$ cat config.mk
export PLATFORM = sky130hd
export DESIGN_NAME = sacts_victim
export DESIGN_NICKNAME = d
export VERILOG_FILES = /design/src/rtl/sacts_pkg.sv /design/src/rtl/sacts_victim.sv
export SDC_FILE = /design/constraint.sdc
export NUM_CORES = 1
export LEC_CHECK = 0
export BUFFER_PORTS_ARGS = -buffer_cell sky130_fd_sc_hd__buf_2
export CAP_MARGIN = 10
export CORE_MARGIN = 3
export CORE_UTILIZATION = 40
export DETAILED_ROUTE_END_ITERATION = 8
export PLACE_DENSITY = 0.83
export RECOVER_POWER = 50
export SYNTH_ARGS = -nofsm -noshare
export SYNTH_HDL_FRONTEND = slang
export SYNTH_SLANG_ARGS = --single-unit
$ cat constraint.sdc
create_clock -name vclk -period 5.6
set_input_delay 0.28 -clock vclk [all_inputs]
set_output_delay 0.28 -clock vclk [all_outputs]
set_load 0.005 [all_outputs]
$ cat src/rtl/sacts_pkg.sv
// sacts_pkg: shared types, constants and helpers of the cache tag store
// depends on nothing; used by sacts_victim, set_assoc_cache_tag_store_top and the bench
`timescale 1ns / 1ps

package sacts_pkg;

   localparam int ADDR_BITS     = 40;
   localparam int TIME_BITS     = 32;
   localparam int WAY_OUT_BITS  = 3;
   localparam int CSR_IDX_BITS  = 1;
   localparam int CSR_DATA_BITS = 16;
   localparam int MODE_BITS     = 2;
   localparam int LFSR_BITS     = 16;

   localparam logic [LFSR_BITS-1:0] LFSR_TAPS = 16'hB400;

   localparam logic OP_LOOKUP = 1'b0;
   localparam logic OP_FILL   = 1'b1;

   localparam logic [CSR_IDX_BITS-1:0] CSR_MODE = 1'b0;
   localparam logic [CSR_IDX_BITS-1:0] CSR_SEED = 1'b1;

   typedef enum logic [MODE_BITS-1:0] {
      REPL_OLDEST = 2'd0,
      REPL_FIFO   = 2'd1,
      REPL_RANDOM = 2'd2,
      REPL_TREE   = 2'd3
   } repl_mode_type;

   typedef struct packed {
      logic                 op;
      logic [ADDR_BITS-1:0] address;
      logic [TIME_BITS-1:0] time_stamp;
   } req_type;

   typedef struct packed {
      logic                    hit;
      logic                    evicted;
      logic [WAY_OUT_BITS-1:0] way;
   } rsp_type;

   // scan outcome handed to the victim logic
   typedef struct packed {
      logic          hit;
      logic          fill;
      repl_mode_type mode;
   } sel_ctrl_type;

   // galois step, never lands on zero
   function automatic logic [LFSR_BITS-1:0] lfsr_step(input logic [LFSR_BITS-1:0] s);
      logic [LFSR_BITS-1:0] t;
      t = s[0] ? ((s >> 1) ^ LFSR_TAPS) : (s >> 1);
      if (t == '0) begin
         t = LFSR_BITS'(1);
      end
      return t;
   endfunction

endpackage

$ cat src/rtl/sacts_victim.sv
// sacts_victim: way selection after the tag scan and the per-set metadata update
// depends on sacts_pkg
`timescale 1ns / 1ps

module sacts_victim #(
   parameter int WAYS = 8
) (
   input  sacts_pkg::sel_ctrl_type                                 ctrl,
   input  logic [WAYS-1:0]                                         valid_in,
   input  logic [($clog2(WAYS) == 0 ? 1 : (2**$clog2(WAYS))-1)-1:0] tree_in,
   input  logic [(WAYS > 1 ? $clog2(WAYS) : 1)-1:0]                fifo_in,
   input  logic [(WAYS > 1 ? $clog2(WAYS) : 1)-1:0]                old_way,
   input  logic [(WAYS > 1 ? $clog2(WAYS) : 1)-1:0]                hit_way,
   input  logic [(WAYS > 1 ? $clog2(WAYS) : 1)-1:0]                rnd_way,
   output logic [(WAYS > 1 ? $clog2(WAYS) : 1)-1:0]                sel_way,
   output logic                                                    evicted,
   output logic [WAYS-1:0]                                         valid_out,
   output logic [($clog2(WAYS) == 0 ? 1 : (2**$clog2(WAYS))-1)-1:0] tree_out,
   output logic [(WAYS > 1 ? $clog2(WAYS) : 1)-1:0]                fifo_out,
   output logic                                                    rnd_used
);

   localparam int K         = $clog2(WAYS);
   localparam int WAY_W     = (WAYS > 1) ? K : 1;
   localparam int TREE_BITS = (K == 0) ? 1 : (2**K) - 1;
   localparam int NODE_W    = (TREE_BITS > 1) ? $clog2(TREE_BITS) : 1;

   logic             any_free;
   logic [WAY_W-1:0] free_way;
   logic [WAY_W-1:0] walk_way;
   logic [WAY_W-1:0] miss_way;
   logic [WAY_W-1:0] touch_way;
   logic             fill_miss;
   logic             do_touch;

   // first invalid way
   always_comb begin
      any_free = 1'b0;
      free_way = '0;
      for (int w = WAYS - 1; w >= 0; w--) begin
         if (!valid_in[w]) begin
            any_free = 1'b1;
            free_way = WAY_W'(w);
         end
      end
   end

   // tree walk toward the pseudo-lru leaf
   always_comb begin
      int node;
      int wv;
      node = 0;
      wv   = 0;
      for (int lv = 0; lv < K; lv++) begin
         wv   = (wv << 1) | int'(tree_in[NODE_W'(node)]);
         node = 2 * node + 1 + int'(tree_in[NODE_W'(node)]);
      end
      if (wv >= WAYS) begin
         wv = wv - WAYS;
      end
      walk_way = WAY_W'(wv);
   end

   assign fill_miss = ctrl.fill && !ctrl.hit;

   always_comb begin
      unique case (ctrl.mode)
         sacts_pkg::REPL_OLDEST: miss_way = old_way;
         sacts_pkg::REPL_FIFO:   miss_way = fifo_in;
         sacts_pkg::REPL_RANDOM: miss_way = rnd_way;
         sacts_pkg::REPL_TREE:   miss_way = walk_way;
         default:                miss_way = old_way;
      endcase
      if (any_free) begin
         miss_way = free_way;
      end
   end

   assign sel_way   = ctrl.hit ? hit_way : (fill_miss ? miss_way : '0);
   assign evicted   = fill_miss && valid_in[sel_way];
   assign rnd_used  = fill_miss && !any_free && (ctrl.mode == sacts_pkg::REPL_RANDOM);
   assign touch_way = sel_way;
   assign do_touch  = (ctrl.mode == sacts_pkg::REPL_TREE) &&
                      ((ctrl.hit && !ctrl.fill) || fill_miss);

   always_comb begin
      valid_out = valid_in;
      if (fill_miss) begin
         valid_out[sel_way] = 1'b1;
      end
   end

   always_comb begin
      fifo_out = fifo_in;
      if (fill_miss && !any_free && (ctrl.mode == sacts_pkg::REPL_FIFO)) begin
         fifo_out = (int'(fifo_in) == WAYS - 1) ? '0 : WAY_W'(int'(fifo_in) + 1);
      end
   end

   // point every node on the touched path away from it
   always_comb begin
      int node;
      int b;
      node     = 0;
      b        = 0;
      tree_out = tree_in;
      if (do_touch) begin
         for (int lv = 0; lv < K; lv++) begin
            b = (int'(touch_way) >> (K - 1 - lv)) & 1;
            tree_out[NODE_W'(node)] = (b == 0);
            node = 2 * node + 1 + b;
         end
      end
   end

endmodule

======== Word level (Yosys, flattened, before mapping) ========
Index checks and enable logic that the tools add are counted.
storage, ports and cells
  flip-flop bits (word level) ............. 0
  output and inout bits ................... 23
  word-level logic and storage cells ...... 83
operators by class
  $add $sub $neg .......................... 8
  order comparisons ....................... 9
  eq/ne operators ......................... 4
  multiplexer cells ....................... 41
  bitwise gates (word level) .............. 3
  reduce and logical (&&, ||, !) cells .... 18
operator list
  kind                                                  count
  zero test 32 bit                                      3
  2-to-1 mux 3 bit                                      14
  2-to-1 mux 1 bit                                      16
  bitwise mux 7 bit                                     2
  one-hot mux 3 bit (4 select lines)                    1
  logical AND 1 bit                                     10
  < comparator 3 x 5 -> 1 bit (second input constant)   2
  adder 3 x 1 -> 3 bit (second input constant)          3
  binary-select mux 1 bit (select 3 bit)                3
  demux 1 bit (select 3 bit)                            3
  < comparator 2 x 4 -> 1 bit (second input constant)   2
  2-to-1 mux 8 bit                                      1
  bitwise OR 8 bit                                      1
  2-to-1 mux 7 bit                                      1
  adder 3 x 1 -> 3 bit                                  2
  >= comparator 3 x 1 -> 1 bit (second input constant)  2
  adder 1 x 1 -> 2 bit (first input constant)           2
  equality test 2 bit (second input constant)           2
  >= comparator 3 x 4 -> 1 bit (second input constant)  1
  < comparator 3 x 4 -> 1 bit (second input constant)   1
  equality test 3 x 1 -> 1 bit (second input constant)  1
  zero test 1 bit                                       3
  bitwise OR 3 x 1 -> 3 bit                             1
  subtractor 3 x 1 -> 3 bit (second input constant)     1
  other kinds (5)                                       5

======== Logic depth before layout (Yosys ltp) ========
  depth in word-level cells ............... 24
  depth in mapped cells ................... 12
  gate-level depth less buffers ........... 12

======== Worst setup path before layout ========
No wires, ideal clock.
  path type ............................... in2out
  from .................................... input tree_in[0] in the netlist's numbering
  to ...................................... output evicted
  arrival time ............................ 2.269 ns
  required time ........................... 5.320 ns
  path slack .............................. 3.051 ns
  cell stages on the path ................. 9
  buffers on the path ..................... 1
  cell sequence ........................... buf_4 -> mux2i_1 -> ha_1 -> or4b_1 -> a31o_1 -> o221ai_2 -> a31oi_4 -> o221ai_1 -> o211a_1
on the way
  longest elaborated chain between the ends .. 18
  elaborated cells between the ends (all ways) .. 21
ends and longest elaborated chain
  item                                                                       line                                    text
  start: declaration                                                         sacts_victim.sv:10                      input logic [($clog2(WAYS) == 0 ? 1 : (2**$clog2(WAYS))-1)-1:0] tree_in,
  adder 1 x 1 -> 2 bit                                                       sacts_victim.sv:56                      node = 2 * node + 1 + int'(tree_in[NODE_W'(node)]);
  binary-select mux 1 bit (select 3 bit)                                     sacts_victim.sv:55, sacts_victim.sv:56
  2-to-1 mux 1 bit (implied by the code) (2 in a row)                        sacts_victim.sv:55, sacts_victim.sv:56
  adder 3 x 1 -> 3 bit                                                       sacts_victim.sv:56
  binary-select mux 1 bit (select 3 bit)                                     -
  2-to-1 mux 1 bit (2 in a row)                                              -
  bitwise OR 3 x 1 -> 3 bit (*)                                              sacts_victim.sv:55                      wv = (wv << 1) | int'(tree_in[NODE_W'(node)]);
  >= comparator 3 x 4 -> 1 bit or subtractor 3 x 1 -> 3 bit (tied branches)  sacts_victim.sv:58, sacts_victim.sv:59
  2-to-1 mux 3 bit (*)                                                       sacts_victim.sv:58                      if (wv >= WAYS) begin
  one-hot mux 3 bit (4 select lines) (*)                                     sacts_victim.sv:67                      unique case (ctrl.mode)
  2-to-1 mux 3 bit (*)                                                       sacts_victim.sv:74                      if (any_free) begin
  2-to-1 mux 3 bit (*) (2 in a row)                                          sacts_victim.sv:79                      assign sel_way = ctrl.hit ? hit_way : (fill_miss ? miss_way : '0);
  binary-select mux 1 bit (select 3 bit) (*)                                 sacts_victim.sv:80                      assign evicted = fill_miss && valid_in[sel_way];
  2-to-1 mux 1 bit (implied by the code) (*)                                 sacts_victim.sv:80
  logical AND 1 bit (*)                                                      sacts_victim.sv:80
  end: declaration                                                           sacts_victim.sv:16                      output logic evicted,
Mark *: on every way between the ends. The rest lies on a longest branch, timed or not. The select of a mux whose other input is x is not followed.

======== Worst setup path in the final report ========
  from .................................... input ctrl[3] in the netlist's numbering
  to ...................................... output tree_out[0] in the netlist's numbering
on the way
  longest elaborated chain between the ends .. 13
  elaborated cells between the ends (all ways) .. 26
ends and longest elaborated chain
  item                                                                                               line                 text
  start: declaration                                                                                 sacts_victim.sv:8    input sacts_pkg::sel_ctrl_type ctrl,
  zero test 1 bit                                                                                    sacts_victim.sv:64   assign fill_miss = ctrl.fill && !ctrl.hit;
  logical AND 1 bit                                                                                  sacts_victim.sv:64
  2-to-1 mux 3 bit (2 in a row)                                                                      sacts_victim.sv:79
  adder 1 x 1 -> 2 bit                                                                               sacts_victim.sv:111  node = 2 * node + 1 + b;
  adder 3 x 1 -> 3 bit (2 in a row)                                                                  sacts_victim.sv:111
  < comparator 3 x 5 -> 1 bit (implied by the code) or >= comparator 3 x 1 -> 1 bit (tied branches)  sacts_victim.sv:110  tree_out[NODE_W'(node)] = (b == 0);
  logical AND 1 bit (implied by the code)                                                            sacts_victim.sv:110
  2-to-1 mux 1 bit (implied by the code)                                                             sacts_victim.sv:110
  demux 1 bit (select 3 bit)                                                                         sacts_victim.sv:110
  bitwise mux 7 bit                                                                                  sacts_victim.sv:110
  2-to-1 mux 7 bit (*)                                                                               sacts_victim.sv:107  if (do_touch) begin
  end: declaration                                                                                   sacts_victim.sv:18   output logic [($clog2(WAYS) == 0 ? 1 : (2**$clog2(WAYS))-1)-1:0] tree_out,
Mark *: on every way between the ends. The rest lies on a longest branch, timed or not.

==> results.cfg <==
[timing]
drv_slew = 0
grt_setup_unrepaired = false
tightest_slew_ns = 0.849
setup_viol = 0
worst_hold_slack_ns = 0.866
worst_slack_ns = 1.90
period_minus_slack_ns = 3.70
slew_headroom_pct = 43.4
post-route-period-util_pct = 66.1
finalHoldViolCount = 0
final.setup.tns_ns = 0
max_freq_mhz = 270

[global_route]
gr-total-overflow = 0
grt_pass1_vias = 948
grt_pass1_wl_um = 4230
antenna_found_initial = 0
grt.total_usage_pct = 19.3
grt_max_degree = 14

[place]
globalplace.congestion = 0.896
port_buffers = 54
place_ws_ns = 2.38
place_hpwl_um = 2220
placed_cells = 193

[layout]
seq_cells = 0
antenna_cells = 0
area_delta_synth_final_pct = 32.7
drive_gt1_share_pct = 39.3
layout_common_cells = buf_2 (48), nand2_1 (16), inv_1 (9), a21oi_1 (9)
nets = 209
fin_cells = 193
layout_commonest_cell = buf_2
fillCellCount = 185
multiInputGateArea_um2 = 785
seq_area_um2 = 0
clock_buffers = 0

[setup_path]
path_max_fanout = 13
crit_slowest_cell = a21oi_1
crit_buf_inv = 4
crit_type = in -> out
path_cells = clkbuf_1 > inv_1 > ha_1 > and4b_1 > o21ai_0 > a21oi_1 > a21oi_1 > inv_1 > ha_1 > nand2b_1 > nor2_1 > mux2i_1 > a21oi_1 > buf_2
critPathTopFamily = compound AO/OA/AOI/OAI gates
cp.depth = 14
startpoint_type = input port
crit_top_cell = a21oi_1
worstPathRequired_ns = 5.32
crit_arrival_ns = 3.42
critPathCaptureType = output port
cp-endpoint = tree_out[0]
cp_slowest_stage_delay_ns = 0.68
startpoint = ctrl[3]

[run_status]
outcome = finished clean

[route]
first_pass_iters = 4
viasPerCell = 5.79
wl_per_cell_um = 13.9
drt_iter0_drc = 20
ant_nets = 0
routed_wl_um = 2680
drc = 0
vias = 1118

[clocking]
postCtsSetupRepairBufs = 0
ctsHoldBuffers = 0
ctsResizeCount = 0

[synth]
ys_warn_count = 0
synth_nets = 156
synth_area_per_cell_um2 = 7.20
netlist_area_um2 = 842
ys_types = 42
syn-instance-count = 117
yosysSeqAreaShare_pct = 0

[power_and_ir_drop]
p_leak_nw = 0.565
ir_worst_vdd_mv = 0.0451
p_per_area_nw_per_um2 = 72.5

[die]
fp.dieH_um = 51.9
fp-row-count = 15
die-area_um2 = 2690
fp.dieW_um = 51.9
ios = 54
core_um2 = 1860
floorplan.initialDensity_pct = 45.3

[flow_run]
cap_violations = 0

[hold_path]
min_path_type = in -> out
[per-stage QoR]
| step | power [mW] | area, um2 | util (%) |
|---|---|---|---|
| 2_1_floorplan | 0.0473 | 842 | - |
| 3_3_place_gp | 0.0785 | 1130 | 60.7 |
| 3_5_place_dp | 0.0811 | 1130 | 60.7 |
| 4_1_cts | 0.0815 | 1130 | 60.7 |
| 5_1_grt | 0.0892 | 1120 | 60.1 |
| 6_report | 0.0810 | 1120 | 60.1 |
[layout make-up]
| cell class | count | share of cell area, % |
|---|---|---|
| Inverter | 10 | 3.36 |
| Multi-Input combinational cell | 104 | 70.2 |
| Tap cell | 25 | 2.80 |
| Timing Repair Buffer | 54 | 23.6 |
[Yosys cell counts, types with 2 or more instances]
| library cell | n | area share, % |
|---|---|---|
| a21oi_1 | 8 | 4.8 |
| a21oi_2 | 2 | 2.1 |
| a311oi_1 | 3 | 3.1 |
| a31o_2 | 8 | 8.3 |
| a31oi_1 | 2 | 1.5 |
| and2_1 | 3 | 2.2 |
| ha_1 | 8 | 12 |
| inv_1 | 9 | 4.0 |
| mux2_2 | 3 | 4.0 |
| mux2i_1 | 5 | 5.9 |
| mux4_2 | 2 | 5.3 |
| nand2_1 | 16 | 7.1 |
| nand2b_1 | 3 | 2.2 |
| nand3_1 | 4 | 2.4 |
| nor2_1 | 5 | 2.2 |
| nor3_1 | 3 | 1.8 |
| nor3b_1 | 2 | 1.8 |
| o21ai_0 | 7 | 4.2 |
[logic make-up after synthesis]
logic type | Yosys count | synth area share [%]
AND/OR/NAND/NOR | 44 | 27.6
AO/OA/AOI/OAI | 41 | 37.4
buffers and inverters | 13 | 6.39
multiplexers | 11 | 16.6
adder cells (fa/ha/maj) | 8 | 11.9
[power breakdown]
| part | switching [mW] | internal [mW] | leakage (nW) | total, mW |
|---|---|---|---|---|
| Combinational | 0.0438 | 0.0371 | 0.565 | 0.0810 |
| Sequential | 0 | 0 | 0 | 0 |
| Clock | 0 | 0 | 0 | 0 |
| Total | 0.0438 | 0.0371 | 0.565 | 0.0810 |
[worst min path at each step]
stage          slack [ns]         from           end  cells past startpoint
2_1_floorplan        0.64  valid_in[0]  valid_out[0]                      1
4_1_cts              0.86  valid_in[5]  valid_out[5]                      3
6_report             0.87  valid_in[5]  valid_out[5]                      3
5_1_grt              0.88  valid_in[5]  valid_out[5]                      3
3_3_place_gp         0.86   tree_in[3]   tree_out[3]                      4
3_5_place_dp         0.86  valid_in[5]  valid_out[5]                      3
[routing by layer]
layer	part of all wire, %	up-vias	global-route usage [%]
li1	-	557	-
met3	8.7	0	0.573
met5	0	-	0
met4	0	0	0
met1	45	508	29.0
met2	46	53	32.0
Note: power is estimated with default switching activity, not from simulation.
