**src/rtl/sacts_ram.sv**
```systemverilog
// sacts_ram: generic single write port, single read port ram, registered read
// depends on nothing
`timescale 1ns / 1ps

module sacts_ram #(
   parameter int WIDTH = 8,
   parameter int DEPTH = 64
) (
   input  logic                                   clock,
   input  logic                                   we,
   input  logic [(DEPTH > 1 ? $clog2(DEPTH) : 1)-1:0] waddr,
   input  logic [WIDTH-1:0]                       wdata,
   input  logic [(DEPTH > 1 ? $clog2(DEPTH) : 1)-1:0] raddr,
   output logic [WIDTH-1:0]                       rdata
);

   logic [WIDTH-1:0] mem_ff [DEPTH];

   always_ff @(posedge clock) begin
      if (we) begin
         mem_ff[waddr] <= wdata;
      end
      rdata <= mem_ff[raddr];
   end

endmodule

```
**config.mk**
```make
export PLATFORM = sky130hd
export DESIGN_NAME = sacts_ram
export DESIGN_NICKNAME = d
export VERILOG_FILES = /design/src/rtl/sacts_ram.sv
export SDC_FILE = /design/constraint.sdc
export NUM_CORES = 1
export LEC_CHECK = 0
export BUFFER_PORTS_ARGS = -buffer_cell sky130_fd_sc_hd__buf_2
export CELL_PAD_IN_SITES_DETAIL_PLACEMENT = 2
export CELL_PAD_IN_SITES_GLOBAL_PLACEMENT = 2
export CORE_AREA = 2 2 274 141
export CTS_BUF_LIST = sky130_fd_sc_hd__clkbuf_4
export CTS_CLUSTER_DIAMETER = 120
export DETAILED_ROUTE_END_ITERATION = 7
export DIE_AREA = 0 0 276 143
export HOLD_SLACK_MARGIN = 0.06
export PLACE_DENSITY_LB_ADDON = 0.3
export SLEW_MARGIN = 10
export SYNTH_ARGS = -nofsm -noshare
export SYNTH_HDL_FRONTEND = slang
export SYNTH_SLANG_ARGS = --single-unit
export TNS_END_PERCENT = 20
```
**constraint.sdc**
```tcl
create_clock -name clock -period 4.24 [get_ports clock]
set_input_delay 0.636 -clock clock [delete_from_list [all_inputs] [get_ports clock]]
set_output_delay 0.636 -clock clock [all_outputs]
set_load 0.03 [all_outputs]
```
==> results.md, run 1 <==
- Initial Util: 54.6%
- Post-synth top cells: edfxtp_1 (512), mux4_2 (126), nor2_1 (83)
- Count leader, synth: edfxtp_1
- Mapped Cells: 940
- Routability cong.: around 0.8
- Cell Rows: 50
- Part of the Yosys area used for sequential elements: 77.0%
- Share of flip-flops with an asynchronous set or reset: 0%
- Synth area leaders: edfxtp_1 (76%), mux4_2 (14%), nor2_1 (1.5%)
- Error: [ERROR DPL-0033] detailed placement checks failed during check placement.
- Syn nets: 962
- Avg Cell Area, Syn: 21.5 um2
- Post-DP HPWL: 41.1 mm
- EDFF count, synth: 512
- Failed at: 3_5_place_dp
- I/O pins: 30
- Area leader, netlist: edfxtp_1
- Most used flip-flop cell after synthesis: edfxtp_1
- Post-Syn Area: 20200 um2
- Yosys warnings: 0
- Die W: 276 um
- Port bufs: 29
- Top cell type's share of synthesized area: 76.2%
- Cell variety after synth: 40
- Status: stopped before the end
- FF+latch count, synth: 520
- Die Height: around 140 um
[through the flow]
stage,hold slack (ns),std cells
2_1_floorplan,0.718,940
3_3_place_gp,0.881,1439
[logic make-up after synthesis]
group / Yosys count / share of synthesized area [%]
flops: 520 / 77.0
mux: 162 / 15.9
simple gates: 153 / 3.39
compound gates: 54 / 2.07
buf+inv: 51 / 1.57
==> run 2, diff against run 1 <==
- CELL_PAD_IN_SITES_DETAIL_PLACEMENT: 2 -> default
- CELL_PAD_IN_SITES_GLOBAL_PLACEMENT: 2 -> default
- CORE_AREA: 2 2 274 141 -> 2 2 228 230
- CTS_BUF_LIST: sky130_fd_sc_hd__clkbuf_4 -> default
- CTS_CLUSTER_DIAMETER: 120 -> default
- DIE_AREA: 0 0 276 143 -> 0 0 230 232
- HOLD_SLACK_MARGIN: 0.06 -> default
- PLACE_DENSITY_LB_ADDON: 0.3 -> 0.15
==> run 2 against run 1 <==
The run now ends clean. Synthesized area did not move. Synthesized cell count unchanged.
==> results.md, run 2 <==
- Number of antenna diodes: 0
- Die W: 230 um (was 276 um)
- Largest regs: mem_ff (512), rdata (8)
- P_sw: 2.30 mW
- Clock slew at reported path FFs: 0.06 ns
- EDFF count, synth: 512 (unchanged)
- Syn nets: 962 (unchanged)
- Worst-Skew Late Latency: 0.60 ns
- Gr usage total: 18.2%
- First-pass GRT wire length: around 70 mm
- Top cell type's share of synthesized area: 76.2% (unchanged)
- Worst IR Drop VDD: 269 uV
- Largest register FFs: between 500 and 600
- Setup crit end kind: register
- Hold buffers post-CTS: 0
- Fillers: 4333
- Status: completed (was stopped before the end)
- CP Class: input pin to register
- H-tree Lvls: 2
- Placed inst area: 21100 um2
- Layout Nets: 1029
- Leak: slightly above 7 nW
- Clock sinks: 520
- Finished Core Util: 44.9%
- Max-capacitance violation count: 0
- Post-Syn Area: 20200 um2 (unchanged)
- Antenna violations before repair: 0
- Mean routed wirelength per cell: 27.7 um
- Combinational share of power: 5.0%
- TritonCTS buffer count: 54
- Worst hold path type: input pin to register
- Via count: ~9500
- Clock buffer depth: 3
- Final Max Slew Viols: 0
- Power Density: 477 nW/um2
- Die Area: 53400 um2
- CTS tree: built
- Layout cells sized above 1: 26.5%
- Commonest cells after routing, fill and taps aside: edfxtp_1 (512), mux4_2 (126), nor2_1 (83)
- Cell variety after synth: 40 (unchanged)
- Initial Util: 39.6% (was 54.6%)
- Switching share of power: a little over a fifth
- Minimum clock period: 2.68 ns
- Clk root buf: clkbuf_16
- FF+latch count, synth: 520 (unchanged)
- Startpoint Class: input pin
- Routability cong.: 0.763 (was 0.811)
- Worst endpoint required time: 4.70 ns
- Drt total wl: 47.9 mm
- Post-DP HPWL: 29.6 mm (was 41.1 mm)
- Most used flip-flop cell after synthesis: edfxtp_1 (unchanged)
- # resized after CTS: 0
- Drc violations: 0
- Hold WS: 0.510 ns
- Die Height: 232 um (was 143 um)
- Register with the most flip-flops: mem_ff
- Avg Cell Area, Syn: 21.5 um2 (unchanged)
- Count leader, synth: edfxtp_1 (unchanged)
- Max_slew headroom: 23.5%
- Yosys warnings: 0 (unchanged)
- Post-synth top cells: edfxtp_1 (512), mux4_2 (126), nor2_1 (83) (unchanged)
- Vias in the first global route: 9688
- WP data arrival: 3.14 ns
- GR Overflow Total: 0
- Port bufs: 29 (unchanged)
- Cell Rows: 83 (was 50)
- I/O pins: 30 (unchanged)
- Area leader, netlist: edfxtp_1 (unchanged)
- Share of flip-flops with an asynchronous set or reset: 0% (unchanged)
- Fmax achieved: 0.374 GHz
- Slew of the pin with the lowest slew margin: 1.15 ns
- Pre-Repair DR Iteration Count: 6
- Cell Int Power: 8.60 mW
- Commonest non-fill, non-tap cell in the layout: edfxtp_1
- Clock share of power: 42.6%
- Worst-path fanout max: 66
- Core area: 50900 um2
- Post-route cell area: 22900 um2
- Final period utilization: 63.1%
- Vias per cell: 5.51
- Area growth from synthesis to layout: 13.4%
- Largest net degree at the start of global routing: 67
- Fin Setup TNS: 0 ns
- Part of the Yosys area used for sequential elements: 77.0% (unchanged)
- Synth area leaders: edfxtp_1 (76%), mux4_2 (14%), nor2_1 (1.5%) (unchanged)
- Post-CTS Setup Bufs: 0
- Skew final: 0.0149 ns
- RSZ-0062 raised after global routing: false
- Final setup fails: 0
- Hold Vio Cnt, Final: 0
- Seq pwr share: 52.4%
- Starting DRT DRC Count: 913
- Mapped Cells: 940 (unchanged)
- Antenna-violating nets left: 0
run 2: cell counts after synthesis:
Identical to the previous run, type by type.
run 2: path summary, 6_finish.rpt:
path	from	endpoint	slack (ns)	cells past startpoint
max	raddr[0]	rdata[6]$_DFF_P_	1.56	6
min	raddr[5]	rdata[2]$_DFF_P_	0.51	3
max reg2reg	mem_ff[29][6]$_DFFE_PP_	rdata[6]$_DFF_P_	2.09	5
min reg2reg	mem_ff[30][6]$_DFFE_PP_	rdata[6]$_DFF_P_	0.87	3
run 2: cell type report:
| type | count | area, um2 | share of cell area [%] |
|---|---|---|---|
| Sequential cell | 520 | 15500 | 68.0 |
| Clock buffer | 75 | 1540 | 6.75 |
| Clock inverter | 25 | 188 | 0.821 |
| Multi-Input combinational cell | 369 | 4330 | 18.9 |
| Timing Repair Buffer | 62 | 419 | 1.83 |
| Tap cell | 680 | 851 | 3.72 |
run 2: layer usage:
| metal | track usage (%) | share of wire (%) | wire [um] | vias up |
|---|---|---|---|---|
| li1 | - | - | - | 4069 |
| met1 | 26.1 | 46 | 21800 | 5102 |
| met2 | 28.5 | 47 | 22500 | 285 |
| met3 | 3.63 | 5.2 | 2490 | 89 |
| met4 | 5.08 | 2.4 | 1160 | 0 |
| met5 | 0 | 0 | 0 | - |
run 2: stage by stage:
step                      setup slack (ns)  total power [mW]  instances
after CTS                             1.57              11.0       1731
after global routing                  1.50              11.2       1731
after detailed placement             0.936              6.38       1631
after floorplan                       1.94              6.13        940
final                                 1.56              10.9       1731
after global placement               0.938              6.37       1631
run 2: logic make-up (layout without fill, tap and decap cells):
kind of cell	Yosys count	count (layout)	share of synthesized area, %
DFF	520	520	77.0
muxes	162	162	15.9
and+or+nand+nor	153	153	3.39
AOI/OAI and AO/OA	54	54	2.07
buffers and inverters	51	162	1.57
run 2: worst max-delay path: stages:
cell      delay, ns
clkbuf_8       0.61
mux4_2         0.61
mux2_2         0.29
o221a_2        0.29
nor3_1         0.45
o32ai_1        0.15
run 2: power groups by stage:
stage / clock network, mW / registers, mW / logic [mW]
5_1_grt: 4.92 / 5.71 / 0.584
4_1_cts: 4.72 / 5.71 / 0.557
2_1_floorplan: 0 / 5.83 / 0.303
3_3_place_gp: 0 / 5.82 / 0.554
6_report: 4.64 / 5.71 / 0.546
3_5_place_dp: 0 / 5.82 / 0.557
No activity file was read; power rests on OpenSTA's default activity.
==> run 3, diff against run 2 <==
- clock period: 4.24 -> 2.72 ns (I/O delays scaled with it)
==> run 3 against run 2 <==
Cell count is 5.1% higher. Routed wire length is 0.16% higher. Via count is 2.3% higher. Combinational power is 67% higher. Die area stayed put. Clock-buffer cell count is 8 lower. Sequential share of layout area is 2.1 points lower. Non-clock buffer count is 95 higher. Power is 55% higher. Global-route usage is 0.28 points higher.
==> results.md, run 3 (synthesized netlist as in run 2, its figures left out) <==
- Largest net degree at the start of global routing: 65 (was 67)
- Hold WS: 0.250 ns (was 0.510 ns)
- Worst-path fanout max: 1 (was 66)
- Worst IR Drop VDD: 433 uV (was 269 uV)
- CTS tree: built (unchanged)
- Largest register FFs: 512 (unchanged)
- Die W: 230 um (unchanged)
- Minimum clock period: 2.11 ns
- I/O pins: 30 (unchanged)
- Pre-Repair DR Iteration Count: 5 (was 6)
- Critical path cell sequence: mux4_2, mux2_2, o221a_2, nor3_1, o32ai_1 (was clkbuf_8, mux4_2, mux2_2, o221a_2, nor3_1, o32ai_1)
- Initial Util: 39.6% (unchanged)
- Placed inst area: 21900 um2 (was 21100 um2)
- Antenna-violating nets left: 0 (unchanged)
- Power Density: 716 nW/um2 (was 477 nW/um2)
- Vias in the first global route: 10200 (was 9688)
- Vias per cell: 5.37 (was 5.51)
- First-pass GRT wire length: 71.0 mm (was 69.3 mm)
- Delay-heaviest family, CP: multiplexers (unchanged)
- Worst endpoint required time: 3.18 ns (was 4.70 ns)
- Final Max Slew Viols: 0 (unchanged)
- Layout cells sized above 1: 32.7% (was 26.5%)
- Reg2reg end: rdata[6]$_DFF_P_ (unchanged)
- RR Startpoint: mem_ff[21][6]$_DFFE_PP_ (was mem_ff[29][6]$_DFFE_PP_)
- Antenna violations before repair: 0 (unchanged)
- Largest regs: mem_ff (512), rdata (8) (unchanged)
- Flop-to-flop setup slack: 0.61 ns (was 2.09 ns)
- Setup crit end kind: register (unchanged)
- Die Area: 53400 um2 (unchanged)
- Worst Hold Launch: raddr[5] (unchanged)
- Final WS setup: 0.607 ns (was 1.56 ns)
- Number of antenna diodes: 0 (unchanged)
- Pre-CTS WS: 0.0769 ns (was 0.936 ns)
- Core area: 50900 um2 (unchanged)
- Final setup fails: 0 (unchanged)
- WP data arrival: 2.57 ns (was 3.14 ns)
- Cell Rows: 83 (unchanged)
- Leak: 7.59 nW (was 7.10 nW)
- Worst hold path type: input pin to register (unchanged)
- Clock slew at reported path FFs: 0.06 ns (about the same)
- Gr usage total: 18.5% (was 18.2%)
- Finished Core Util: 46.4% (was 44.9%)
- H-tree Lvls: 2 (unchanged)
- RSZ-0062 raised after global routing: false (unchanged)
- FF-to-FF path depth: 5 (unchanged)
- Slew of the pin with the lowest slew margin: 0.954 ns (was 1.15 ns)
- Critical-path top delay cell: mux4_2 (was clkbuf_8)
- Max_slew headroom: 36.4% (was 23.5%)
- Clock sinks: 520 (unchanged)
- Hold buffers post-CTS: 0 (unchanged)
- Worst setup path start: mem_ff[21][6]$_DFFE_PP_ (was raddr[0])
- CP max stage delay: 0.48 ns (was 0.61 ns)
- Commonest cells after routing, fill and taps aside: edfxtp_1 (512), mux4_2 (126), buf_4 (123) (was edfxtp_1 (512), mux4_2 (126), nor2_1 (83))
- Drt total wl: 48.0 mm (was 47.9 mm)
- Max-capacitance violation count: 0 (unchanged)
- Starting DRT DRC Count: 807 (was 913)
- Port bufs: 29 (unchanged)
- GR Overflow Total: 0 (unchanged)
- Area growth from synthesis to layout: 17.0% (was 13.4%)
- Clock buffer depth: 3 (unchanged)
- Register with the most flip-flops: mem_ff (unchanged)
- TritonCTS buffer count: 53 (was 54)
- Buf+Inv Stages, Crit Path: 0 (was 1)
- Skew final: 0.0120 ns (was 0.0149 ns)
- Worst-Skew Late Latency: 0.59 ns (was 0.60 ns)
- Layout Nets: 1123 (was 1029)
- Final period utilization: 77.7%
- Drc violations: 0 (unchanged)
- Post-CTS Setup Bufs: 0 (unchanged)
- Hold Vio Cnt, Final: 0 (unchanged)
- Mean routed wirelength per cell: 26.4 um (was 27.7 um)
- Commonest non-fill, non-tap cell in the layout: edfxtp_1 (unchanged)
- Instance count on the critical path: 5 (was 6)
- Post-route cell area: 23600 um2 (was 22900 um2)
- CP Class: register to register (was input pin to register)
- Via count: 9762 (was 9545)
- Post-DP HPWL: 30.6 mm (was 29.6 mm)
- Setup crit end: rdata[6]$_DFF_P_ (unchanged)
- # resized after CTS: 0 (unchanged)
- Fmax achieved: 0.473 GHz
- Status: completed (unchanged)
- Fin Setup TNS: 0 ns (unchanged)
- Die Height: 232 um (unchanged)
- Routability cong.: 0.763 (about the same)
- Clk root buf: clkbuf_16 (unchanged)
- Startpoint Class: register (was input pin)
run 3: cell types whose count changed in the layout (fill, tap and decap cells not counted), moves of 2 or more:
cell	change
buf_4	+89
buf_12	+6
clkbuf_1	-6
clkbuf_16	-3
clkinv_4	+3
clkinv_1	-2
nor3_1	+2
nor3_2	-2
run 3: layout make-up:
| class | count | area [um2] |
|---|---|---|
| timing repair buffer | 157 | 1210 |
| clock buffer | 67 | 1460 |
| multi-input combinational | 369 | 4320 |
| tap | 680 | 851 |
| fill | 4283 | 27300 |
| sequential | 520 | 15500 |
| clock inverter | 26 | 230 |
run 3: power by group:
| part | internal, mW | leakage, nW | switching, mW |
|---|---|---|---|
| logic | 0.354 | 2.09 | 0.560 |
| registers | 8.87 | 4.67 | 0.0309 |
| clock network | 4.15 | 0.831 | 2.95 |
| total | 13.4 | 7.59 | 3.54 |
run 3: per-layer routing:
| layer | vias to the layer above | track usage [%] | wire length, um |
|---|---|---|---|
| li1 | 4250 | - | - |
| met1 | 5201 | 26.2 | 21600 |
| met2 | 238 | 29.7 | 23100 |
| met3 | 73 | 3.36 | 2290 |
| met4 | 0 | 4.78 | 1060 |
| met5 | - | 0 | 0 |
run 3: worst min path at each step:
stage                        endpoint  depth (start not counted)
2_1_floorplan  mem_ff[0][0]$_DFFE_PP_                          0
3_3_place_gp         rdata[4]$_DFF_P_                          3
3_5_place_dp         rdata[4]$_DFF_P_                          3
4_1_cts              rdata[4]$_DFF_P_                          3
5_1_grt        mem_ff[1][0]$_DFFE_PP_                          1
6_report             rdata[4]$_DFF_P_                          3
run 3: worst register-to-register path: stages, from the launching register on:
cell      delay, ns
edfxtp_1       0.36
mux4_2         0.48
mux2_2         0.28
o221a_2        0.28
nor3_1         0.43
o32ai_1        0.16
run 3: through the flow:
step	instances	total power, mW
finish	1819	16.9
global route	1819	17.5
CTS	1819	17.1
detailed placement	1726	10.0
global placement	1726	9.99
floorplan	940	9.56
==> run 4, diff against run 3 <==
- clock period: 2.72 -> 1.7 ns (I/O delays scaled with it)
==> run 4 against run 3 <==
The run now ends with negative setup slack left. Via count increased by 1.6%. Sequential share of layout area shrank 2.4 points. Clock-buffer cell count increased by 3. Maximum frequency increased by 13%. Power increased by 71%. Largest power group unchanged. Cell count up 3.2%. Register-to-register slack got worse by 0.77 ns.
==> results.md, run 4 (synthesized netlist as in run 2, its figures left out) <==
- Status: finished, violations left (was completed)
- Failing checks: negative setup slack
- Commonest cells after routing, fill and taps aside: edfxtp_1 (512), buf_4 (159), mux4_2 (126) (was edfxtp_1 (512), mux4_2 (126), buf_4 (123))
- Drt total wl: 48.6 mm (was 48.0 mm)
- Startpoint Class: register (unchanged)
- Area growth from synthesis to layout: 21.5% (was 17.0%)
- Multi-input gate area: 4450 um2 (was 4320 um2)
- GR Overflow Total: 0 (unchanged)
- Hold buffers post-CTS: 0 (unchanged)
- CTS tree: built (unchanged)
- Layout cells sized above 1: 37.8% (was 32.7%)
- Die Height: 232 um (unchanged)
- Worst hold path type: input pin to register (unchanged)
- TritonCTS buffer count: 55 (was 53)
- Total chip power: 28.8 mW (was 16.9 mW)
- Max-capacitance violation count: 0 (unchanged)
- Starting DRT DRC Count: 778 (was 807)
- Post-CTS Setup Bufs: 0 (unchanged)
- Clk root buf: clkbuf_16 (unchanged)
- Antenna violations before repair: 1 (was 0)
- Mean routed wirelength per cell: 25.9 um (was 26.4 um)
- Clock slew at reported path FFs: 0.06 ns (about the same)
- Final period utilization: 110% (was 77.7%)
- CP max stage delay: 0.47 ns (was 0.48 ns)
- Largest register FFs: 512 (unchanged)
- Final Max Slew Viols: 0 (unchanged)
- Largest net degree at the start of global routing: 65 (unchanged)
- Final setup fails: 6 (was 0)
- Antenna-violating nets left: 0 (unchanged)
- Final WS setup: -0.168 ns (was 0.607 ns)
- Pre-Repair DR Iteration Count: 5 (unchanged)
- Worst IR Drop VDD: 689 uV (was 433 uV)
- Vias per cell: 5.28 (was 5.37)
- Clock buffer depth: 3 (unchanged)
- Commonest non-fill, non-tap cell in the layout: edfxtp_1 (unchanged)
- Hold Vio Cnt, Final: 0 (unchanged)
- Die Area: 53400 um2 (unchanged)
- Fillers: 4211 (was 4283)
- Power Density: 1180 nW/um2 (was 716 nW/um2)
- H-tree Lvls: 2 (unchanged)
- Worst-Skew Late Latency: 0.61 ns (was 0.59 ns)
- Max_slew headroom: 50.5% (was 36.4%)
- Layout Nets: 1171 (was 1123)
- Clock sinks: 520 (unchanged)
- Reg area: 15500 um2 (unchanged)
- Port bufs: 29 (unchanged)
- Vias in the first global route: 10400 (was 10200)
- Worst-path fanout max: 1 (unchanged)
- Initial Util: 39.6% (unchanged)
- Critical-path top delay cell: mux4_2 (unchanged)
- Die W: 230 um (unchanged)
- Minimum clock period: 1.87 ns (was 2.11 ns)
- Fin Setup TNS: -0.778 ns (was 0 ns)
- Fmax achieved: 0.535 GHz (was 0.473 GHz)
- Post-DP HPWL: 31.0 mm (was 30.6 mm)
- Finished Core Util: 48.2% (was 46.4%)
- Pre-CTS WS: -1.15 ns (was 0.0769 ns)
- Skew final: 0.0215 ns (was 0.0120 ns)
- Cell Rows: 83 (unchanged)
- Slew of the pin with the lowest slew margin: 0.743 ns (was 0.954 ns)
- WP data arrival: 2.35 ns (was 2.57 ns)
- Largest regs: mem_ff (512), rdata (8) (unchanged)
- Register with the most flip-flops: mem_ff (unchanged)
- Setup crit end kind: register (unchanged)
- Critical path cell sequence: mux4_2, mux2_2, o221a_2, nor3_4, o32ai_1 (was mux4_2, mux2_2, o221a_2, nor3_1, o32ai_1)
- RSZ-0062 raised after global routing: true (was false)
- Core area: 50900 um2 (unchanged)
- Gr usage total: 18.7% (was 18.5%)
- I/O pins: 30 (unchanged)
- Drc violations: 0 (unchanged)
- First-pass GRT wire length: 71.4 mm (was 71.0 mm)
- CP Class: register to register (unchanged)
- Via count: 9915 (was 9762)
- Leak: 8.03 nW (was 7.59 nW)
- Worst endpoint required time: 2.18 ns (was 3.18 ns)
- Routability cong.: 0.774 (was 0.763)
==> run 4: cell count changes in the layout (fill, tap and decap cells not counted), moves of 3 or more <==
| cell | delta |
|---|---|
| a221oi_1 | -3 |
| nor2_1 | -3 |
| clkinv_1 | -7 |
| clkinvlp_4 | +3 |
| bufinv_16 | +6 |
| buf_4 | +36 |
| clkbuf_16 | +3 |
| buf_12 | +9 |
| clkinv_2 | +5 |
| a221oi_2 | +3 |
==> run 4: repair_timing <==
action | CTS | global route
pin swaps | 3 | 1
cloned | 0 | 0
setup endpoints to repair | 8 | 8
gates resized for setup | 24 | 4
==> run 4: power breakdown <==
part           total [mW]  switching [mW]  leakage, nW  internal, mW
clock                13.0            5.00        0.978          7.96
sequential           14.2          0.0412         4.67          14.2
combinational        1.63           0.945         2.38         0.688
total                28.8            5.99         8.03          22.8
==> run 4: worst paths after layout <==
path                           start               end  slack [ns]  cells past startpoint
max          mem_ff[29][6]$_DFFE_PP_  rdata[6]$_DFF_P_       -0.17                      5
max reg2reg  mem_ff[29][6]$_DFFE_PP_  rdata[6]$_DFF_P_       -0.17                      5
min                         raddr[5]  rdata[1]$_DFF_P_        0.12                      3
min reg2reg  mem_ff[26][4]$_DFFE_PP_  rdata[4]$_DFF_P_        0.81                      3
==> run 4: metrics by stage <==
stage	cell area (um2)	std cells	hold slack [ns]
after global placement	22400	1773	0.717
after detailed placement	22400	1773	0.711
final	24500	1878	0.122
after floorplan	20200	940	0.354
after CTS	24500	1876	0.0790
after global routing	24500	1876	0.116
==> run 4: final cells by class <==
type,instances,area share (%)
Sequential cell,520,63.4
Timing Repair Buffer,203,6.81
Antenna cell,2,0.0204
Multi-Input combinational cell,369,18.2
Clock buffer,70,6.30
Clock inverter,34,1.84
Tap cell,680,3.47
==> run 4: per-layer routing <==
metal	wire length, um	part of all wire [%]	track usage (%)
met1	21700	45	26.0
met2	23300	48	30.1
met3	2590	5.3	4.17
met4	964	2.0	4.31
met5	9	0.019	0
==> run 4: critical path, delay by kind of cell, from the launching register on <==
kind,cells,cell delay (ns)
and+or+nand+nor,1,0.21
DFF,1,0.35
muxes,2,0.75
AOI/OAI and AO/OA,2,0.42
